==> config.mk <==
export PLATFORM = sky130hd
export DESIGN_NAME = variable_length_bit_packer
export DESIGN_NICKNAME = d
export VERILOG_FILES = /design/src/hdl/vlbp_pkg.sv /design/src/hdl/vlbp_front.sv /design/src/hdl/vlbp_queue.sv /design/src/hdl/vlbp_back.sv /design/src/hdl/variable_length_bit_packer.sv
export SDC_FILE = /design/constraint.sdc
export NUM_CORES = 2
export LEC_CHECK = 0
export BUFFER_PORTS_ARGS = -buffer_cell sky130_fd_sc_hd__buf_2
export CORE_AREA = 2 2 398 400
export CTS_BUF_LIST = sky130_fd_sc_hd__clkbuf_4 sky130_fd_sc_hd__clkbuf_8
export DETAILED_ROUTE_END_ITERATION = 6
export DIE_AREA = 0 0 400 402
export PLACE_DENSITY = 0.45
export SYNTH_ARGS = -nofsm -noshare
export SYNTH_HDL_FRONTEND = slang
export SYNTH_SLANG_ARGS = --single-unit
==> constraint.sdc <==
create_clock -name clk -period 21 [get_ports clk]
set_clock_uncertainty 0.15 [all_clocks]
set_input_delay 1.05 -clock clk [delete_from_list [all_inputs] [get_ports clk]]
set_output_delay 1.05 -clock clk [all_outputs]
set_load 0.02 [all_outputs]
==> src/hdl/vlbp_pkg.sv <==
// Shared constants and types for the variable-length bit packer.
package vlbp_pkg;

  localparam int WORD_BITS = 64;
  localparam int CNT_W = 7;
  localparam int QUEUE_DEPTH = 4;
  localparam int QPTR_W = $clog2(QUEUE_DEPTH);

  typedef struct packed {
    logic [WORD_BITS-1:0] value;
    logic [CNT_W-1:0]     bits;
    logic                 msb_first;
  } field_t;

  typedef struct packed {
    logic   valid;
    field_t entry;
  } queue_head_t;

  localparam logic [CNT_W-1:0] FULL_WORD = CNT_W'(WORD_BITS);

  function automatic logic [WORD_BITS-1:0] low_mask(input logic [CNT_W-1:0] n);
    return ~({WORD_BITS{1'b1}} << n);
  endfunction

endpackage

==> src/hdl/vlbp_front.sv <==
// Front end: accepts fields, saturates the count and drops empty fields.
module vlbp_front
  import vlbp_pkg::*;
(
  input  logic                 clk,
  input  logic                 rst,
  input  logic                 cfg_wr_en,
  input  logic                 cfg_wr_data,
  input  logic                 in_valid,
  output logic                 in_stall,
  input  logic [WORD_BITS-1:0] field_value,
  input  logic [CNT_W-1:0]     field_bits,
  input  logic                 queue_full,
  output logic                 push,
  output field_t               push_entry
);

  logic             msb_first;
  logic [CNT_W-1:0] sat_bits;

  always_ff @(posedge clk) begin
    if (rst) begin
      msb_first <= 1'b1;
    end else if (cfg_wr_en) begin
      msb_first <= cfg_wr_data;
    end
  end

  always_comb begin
    sat_bits = (field_bits > FULL_WORD) ? FULL_WORD : field_bits;
    in_stall = queue_full;
    push = in_valid && !queue_full && (sat_bits != '0);
    push_entry.value = field_value;
    push_entry.bits = sat_bits;
    push_entry.msb_first = msb_first;
  end

endmodule

==> src/hdl/vlbp_queue.sv <==
// Short queue of classified fields between the front end and the packer.
module vlbp_queue
  import vlbp_pkg::*;
(
  input  logic        clk,
  input  logic        rst,
  input  logic        push,
  input  field_t      push_entry,
  output logic        full,
  input  logic        pop,
  output queue_head_t head
);

  field_t            mem [QUEUE_DEPTH];
  logic [QPTR_W-1:0] wr_ptr;
  logic [QPTR_W-1:0] rd_ptr;
  logic [QPTR_W:0]   count;

  always_ff @(posedge clk) begin
    if (push) begin
      mem[wr_ptr] <= push_entry;
    end
  end

  always_ff @(posedge clk) begin
    if (rst) begin
      wr_ptr <= '0;
      rd_ptr <= '0;
      count <= '0;
    end else begin
      if (push) begin
        wr_ptr <= wr_ptr + 1'b1;
      end
      if (pop) begin
        rd_ptr <= rd_ptr + 1'b1;
      end
      if (push && !pop) begin
        count <= count + 1'b1;
      end else if (pop && !push) begin
        count <= count - 1'b1;
      end
    end
  end

  always_comb begin
    full = (count == (QPTR_W+1)'(QUEUE_DEPTH));
    head.valid = (count != '0);
    head.entry = mem[rd_ptr];
  end

  assert property (@(posedge clk) disable iff (rst) push |-> !full)
    else $error("push into a full queue");
  assert property (@(posedge clk) disable iff (rst) pop |-> head.valid)
    else $error("pop from an empty queue");
  assert property (@(posedge clk) disable iff (rst)
                   count <= (QPTR_W+1)'(QUEUE_DEPTH))
    else $error("queue count out of range");

endmodule

==> src/hdl/vlbp_back.sv <==
// Back end: shifts fields into the accumulator and registers finished words.
module vlbp_back
  import vlbp_pkg::*;
(
  input  logic                 clk,
  input  logic                 rst,
  input  queue_head_t          head,
  output logic                 pop,
  output logic                 out_valid,
  input  logic                 out_stall,
  output logic [WORD_BITS-1:0] packed_word
);

  logic [WORD_BITS-1:0] acc;
  logic [CNT_W-1:0]     free;
  logic [WORD_BITS-1:0] acc_next;
  logic [CNT_W-1:0]     free_next;
  logic [WORD_BITS-1:0] word_c;
  logic [WORD_BITS-1:0] word_out;
  logic [WORD_BITS-1:0] base;
  logic [WORD_BITS-1:0] vsrc;
  logic [CNT_W-1:0]     n;
  logic [CNT_W-1:0]     rem;
  logic [CNT_W-1:0]     frn;
  logic [CNT_W-1:0]     sh;
  logic                 msb;
  logic                 emit;

  function automatic logic [WORD_BITS-1:0] swap_bytes(input logic [WORD_BITS-1:0] x);
    logic [WORD_BITS-1:0] r;
    r = '0;
    for (int i = 0; i < WORD_BITS / 8; i++) begin
      r[8*i +: 8] = x[WORD_BITS-8-8*i +: 8];
    end
    return r;
  endfunction

  always_comb begin
    n = head.entry.bits;
    msb = head.entry.msb_first;
    emit = (n >= free);
    if (msb) begin
      word_c = acc | ((head.entry.value >> (n - free)) & low_mask(free));
    end else begin
      word_c = acc | (head.entry.value << (FULL_WORD - free));
    end
    word_out = msb ? swap_bytes(word_c) : word_c;
    rem = emit ? (n - free) : n;
    frn = emit ? FULL_WORD : free;
    base = emit ? '0 : acc;
    vsrc = (emit && !msb) ? (head.entry.value >> free) : head.entry.value;
    sh = msb ? (frn - rem) : (FULL_WORD - frn);
    acc_next = base | ((vsrc & low_mask(rem)) << sh);
    free_next = frn - rem;
    pop = head.valid && (!out_valid || !out_stall);
  end

  always_ff @(posedge clk) begin
    if (rst) begin
      acc <= '0;
      free <= FULL_WORD;
      out_valid <= 1'b0;
    end else if (pop) begin
      acc <= acc_next;
      free <= free_next;
      out_valid <= emit;
    end else if (!out_stall) begin
      out_valid <= 1'b0;
    end
  end

  always_ff @(posedge clk) begin
    if (pop && emit) begin
      packed_word <= word_out;
    end
  end

  assert property (@(posedge clk) disable iff (rst)
                   (free != '0) && (free <= FULL_WORD))
    else $error("free bit count out of range");
  assert property (@(posedge clk) disable iff (rst)
                   out_valid && out_stall |-> !pop)
    else $error("field consumed while a word is stalled");
  assert property (@(posedge clk) disable iff (rst)
                   pop && emit |=> out_valid)
    else $error("finished word not presented");

endmodule

==> src/hdl/variable_length_bit_packer.sv <==
// Top level of the variable-length bit packer.
// A field that completes a word is queued, then the word is registered by the back end.
// Throughput: one field per cycle unless a word stalls; one barrel shift and merge each.
// A stalled output word holds the back end, and the four-entry queue keeps the input open.
// Reset: accumulator cleared, 64 free bits, msb_first set to 1, queue emptied.
module variable_length_bit_packer
  import vlbp_pkg::*;
(
  input  logic                 clk,
  input  logic                 rst,
  input  logic                 cfg_wr_en,
  input  logic                 cfg_wr_data,
  input  logic                 in_valid,
  output logic                 in_stall,
  input  logic [WORD_BITS-1:0] field_value,
  input  logic [CNT_W-1:0]     field_bits,
  output logic                 out_valid,
  input  logic                 out_stall,
  output logic [WORD_BITS-1:0] packed_word
);

  logic        push;
  field_t      push_entry;
  logic        queue_full;
  logic        pop;
  queue_head_t head;

  vlbp_front u_front (
    .clk         (clk),
    .rst         (rst),
    .cfg_wr_en   (cfg_wr_en),
    .cfg_wr_data (cfg_wr_data),
    .in_valid    (in_valid),
    .in_stall    (in_stall),
    .field_value (field_value),
    .field_bits  (field_bits),
    .queue_full  (queue_full),
    .push        (push),
    .push_entry  (push_entry)
  );

  vlbp_queue u_queue (
    .clk        (clk),
    .rst        (rst),
    .push       (push),
    .push_entry (push_entry),
    .full       (queue_full),
    .pop        (pop),
    .head       (head)
  );

  vlbp_back u_back (
    .clk         (clk),
    .rst         (rst),
    .head        (head),
    .pop         (pop),
    .out_valid   (out_valid),
    .out_stall   (out_stall),
    .packed_word (packed_word)
  );

endmodule

* Yosys cells after proc, flatten, opt, wreduce, memory -nomap -nowiden
Memory sizes are Yosys's and may differ from the RTL's. A register that Yosys moved wholly into a read port is not among the register bits.
Cells that the tools add are included.
** Word-level totals
- Logic and storage cells :: 67
- Output and inout bits :: 66
- Memories :: 1
- Memory bits (writable) :: 288
- Register bits :: 144
- Input bits :: 77
** Cells by class
- Eq/ne operators :: 2
- $add $sub $neg :: 8
- Shifts and indexed selects :: 6
- Bitwise operators :: 7
- Reduce and logical (&&, ||, !) cells :: 17
- Multiplexer cells :: 16
- $lt $le $gt $ge :: 2
** Memories
- u_queue.mem :: words 4, width 72, read ports 1, clocked after Yosys merged registers in 1, wr ports 1, line vlbp_queue.sv:14 : field_t mem [QUEUE_DEPTH];
** Operators with widths (number)
- $mux 64 :: 4
- $or 64x64->64 :: 3
- $and 64x64->64 :: 2
- $not 64->64 :: 2
- $shl 64x7->64 :: 2
- $shl 64x7->64 const A :: 2
- $shr 64x7->64 :: 2
- $mux 7 :: 4
- $sub 7x7->7 :: 2
- $sub 7x7->7 const A :: 2
- $ge 7x7->1 :: 1
- $gt 7x7->1 const B :: 1
- $logic_and 1x1->1 :: 7
- $reduce_bool 7->1 :: 1
- $logic_not 1->1 :: 6
- $mux 3 :: 2
- $add 2x1->2 const B :: 2
- $mux 1 :: 4
- $mux 2 :: 2
- $add 3x1->3 const B :: 1
- $eq 3x3->1 const B :: 1
- $reduce_bool 3->1 :: 1
- $sub 3x1->3 const B :: 1
- $ne 2x1->1 const B :: 1
- other kinds (2) :: 2

* Logic depth before layout (Yosys ltp)
- Depth in word-level cells :: 8
- Gate-level depth with buffers :: 33
- Depth with buffers taken out :: 20

* Hierarchy
A second synthesis with hierarchy kept.
** Second synthesis, totals
- Cell total of the unflattened synthesis :: 3988
- Area, all modules :: 37691.1 um^2
** Modules (own cells, without submodules)
- vlbp_back :: area an instance 26177.6 um^2, cells an instance 3488, instances 1
- vlbp_queue :: area an instance 10898.0 um^2, cells an instance 420, instances 1
- vlbp_front :: area an instance 615.6 um^2, cells an instance 80, instances 1

* Worst setup path before layout
OpenSTA, ideal clock, no wires.
- Kind :: reg2reg
- Start point :: register with a tool-made name
- End point :: register u_back.acc[54]
- Cell stages (with the launch flop) :: 29
- Data required time :: 20.722 ns
- Buffers on the path :: 12
- Slack :: 14.300 ns
- Arrival time :: 6.422 ns
- Cell sequence :: dfxtp_1 > buf_4 > buf_4 > buf_2 > mux4_2 > buf_2 > ha_1 > a21o_1 > a2111o_1 > clkbuf_1 > o21ai_1 > buf_4 > buf_2 > buf_2 > buf_1 > nor2_1 > a31oi_1 > ha_1 > mux2i_1 > clkbuf_1 > clkbuf_1 > clkbuf_1 > nor2_1 > a32oi_1 > mux2i_1 > mux2i_1 > mux2i_1 > a222oi_1 > nand3_1
** RTL lines
- to (signal assigned) :: line vlbp_back.sv:64 : acc <= acc_next;
- to (decl) :: line vlbp_back.sv:14 : logic [WORD_BITS-1:0] acc;

==> impl_metrics.ini <==
[run_status]
status = finished with violations
violations = design-rule violations, max-slew violations

[final_layout]
area_delta_synth_final_pct = 12.10
drive_gt1_frac = 0.1751
fin_nets = 4557
nFillCells = 16920
final_cell_area_sq_um = 43630

[route]
wl_per_cell_microns = 36.24
detail-route-antenna-nets = 0
num_vias = 41190
drt_iter0_markers = 6047
drt_drc_violations_left = 8
viasPerCell = 6.241
firstDrtPassIters = 7
wirelength_microns = 239200

[sta]
clock.fmax_ghz = 0.1155
max_slew_margin = -0.06302
hold_viol = 0
drv_slew = 2
rsz0062_at_grt = false
min_period_ps = 8655
setup_viol = 0
hold_ws_ps = 277.1
tightest_slew_ps = 1595
finalCritPeriodShare = 0.4122
tns_ps = 0

[logic_synthesis]
synth_fp_nets = 4578
netlist_instances = 4478
ys.flop_type = edfxtp_1
synthTopCellsByCount = nand2_1 (591), nor2_1 (460), mux2i_1 (360), edfxtp_1 (352), a21oi_1 (291)
seq_area_frac_synth = 0.3138
synth-seq-cells = 434
synth_top_area_cell = edfxtp_1
synthesis.area_sq_um = 38920
synthTopCellsByArea = edfxtp_1 (27%), mux2i_1 (9.3%), nand2_1 (5.7%), mux4_2 (5.7%), mux2_2 (4.7%)
synth-edff-count = 352
syn_area_per_cell_sq_um = 8.692
async_flop_share = 0
yosys_warnings = 0
post-synth-top-count-cell = nand2_1
yosysUniqueCellTypes = 110
synth_top_area_share = 0.2716

[clocking]
cts_setup_buffers = 0
clk_latency_ps = 840
clock-sinks = 434
cts_buffer_depth = 3
clkTransAtPathRegs_ps = 60
cts_resized = 0
cts_hold_buffers = 0
cts_buffers = 81
h-tree-depth = 3
cts_root_buf = clkbuf_8
cts_tree = built

[worst_setup_path]
regToRegSetupSlack_ps = 12340
crit_path_top_delay_cell = a2111oi_4
worstPathMaxFanout = 42
path_class = reg -> reg
cp_slowest_stage_delay_ps = 820
crit_arrival_ps = 9250
critPathRequiredTime_ps = 21590
endpoint_kind = register
cpMostUsedCell = buf_4
start_kind = register
path_cells = buf_4, mux4_2, ha_1, a21o_1, a2111o_1, o21ai_4, buf_4, nor3_1, buf_4, nor2_1, ha_1, o21a_1, nor2_1, a21oi_1, xnor2_1, buf_4, a2111oi_4, nand2_2, nor2_1, o211ai_1, o211ai_1

[grt]
track_usage = 0.2883
grt-ovfl-total = 0
first_global_vias = 38670
grt_util_met1 = 0.3864
antenna_found_initial = 19
grt_pass1_wl_microns = 326100
busiest_layer = met2
met2_usage = 0.4151
grt_start_max_net_pins = 128
met3_usage = 0.07532

[die]
die_area_sq_um = 160800
initial_core_util = 0.2477
die_height_microns = 402
num_rows = 146
die_w_microns = 400
ios = 143
core_sq_um = 157100

[hold_path]
hp-start = field_value[37]
min_path_type = in -> reg

[placed_design]
numPortBuffers = 142
routabilityCongestion = 1.056
post_dp_cell_area_sq_um = 41870
dp_hpwl_microns = 181600

[run]
cap_viol_max_count = 0
## cells in the final DEF (no fill, tap or decap), types with 24 or more instances in the layout
cell type and count:
nand2_1 588, nor2_1 453, mux2i_1 357, edfxtp_1 352
a21oi_1 289, o21ai_0 232, nand3_1 169, mux2_2 161
buf_2 142, buf_4 132, a22oi_1 116, o211ai_1 105
mux4_2 97, nor3_1 89, clkbuf_8 85, a211oi_1 77
dfxtp_1 75, o22ai_1 65, a32oi_1 61, a31oi_1 60
a221oi_1 47, and2_1 31, inv_1 28, nand2b_1 27
o221ai_1 25, clkbuf_4 24
## cell families (layout without fill, tap and decap cells)
logic type / after synthesis / after routing / synth area share
multiplexers: 635 / 635 / 0.2014
buffers and inverters: 415 / 459 / 0.04600
XOR/XNOR: 27 / 27 / 0.006076
AND/OR/NAND/NOR: 1521 / 1521 / 0.1703
AO/OA/AOI/OAI: 1423 / 1423 / 0.2547
adder cells (fa/ha/maj): 23 / 23 / 0.007780
flip-flops: 434 / 434 / 0.3138
other: 0 / 6 / 0
## final cells by class
| type | count | area [sq um] | area share |
|---|---|---|---|
| Antenna cell | 6 | 15.01 | 0.0003441 |
| Sequential cell | 434 | 12230 | 0.2803 |
| Timing Repair Buffer | 275 | 1722 | 0.03946 |
| Inverter | 36 | 135.1 | 0.003097 |
| Clock buffer | 109 | 1350 | 0.03094 |
| Clock inverter | 39 | 395.4 | 0.009062 |
| Tap cell | 2072 | 2592 | 0.05942 |
| Multi-Input combinational cell | 3629 | 25190 | 0.5774 |
## registers in the layout, summed over array words and instances (netlist names), named ones only
name and count:
u_queue.mem 288, u_back.acc 64, u_back.packed_word 64, u_back.free 7, u_queue.count 3, u_queue.rd_ptr 2, u_queue.wr_ptr 2, u_back.out_valid 1
u_front.msb_first 1
## routing by layer
metal | up-vias | part of all wire | wire length (microns)
li1 | 17380 | - | -
met1 | 20510 | 0.42 | 99430
met2 | 2714 | 0.41 | 98980
met3 | 571 | 0.10 | 24200
met4 | 14 | 0.069 | 16460
met5 | - | 0.00040 | 96
## through the flow
stage	utilization	instances	setup WS, ps
finish	0.2777	6600	12340
global route	0.2776	6595	12030
CTS	0.2776	6594	12580
detailed placement	0.2665	6446	12580
global placement	0.2665	6446	12590
floorplan	-	4478	14300
## worst paths after layout
| kind | endpoint | cells after the start |
|---|---|---|
| worst min register to register | u_back.acc[38] | 2 |
| worst max register to register | u_back.acc[31] | 21 |
| worst min-delay path | u_queue.mem[1][45] | 1 |
| worst max-delay path | u_back.acc[31] | 21 |
## critical path: cells and delay by family, from the launching register on
family	cells	cell delay, ps
AOI/OAI and AO/OA	8	2780
and+or+nand+nor	5	1920
buffers and inverters	4	1440
muxes	1	780
adders and majority gates	2	760
DFF	1	480
xor gates and xnor gates	1	240
Power is left out: the tool's default activity adds up to more than one toggle a clock period on the data nets, which glitch-free logic cannot reach.
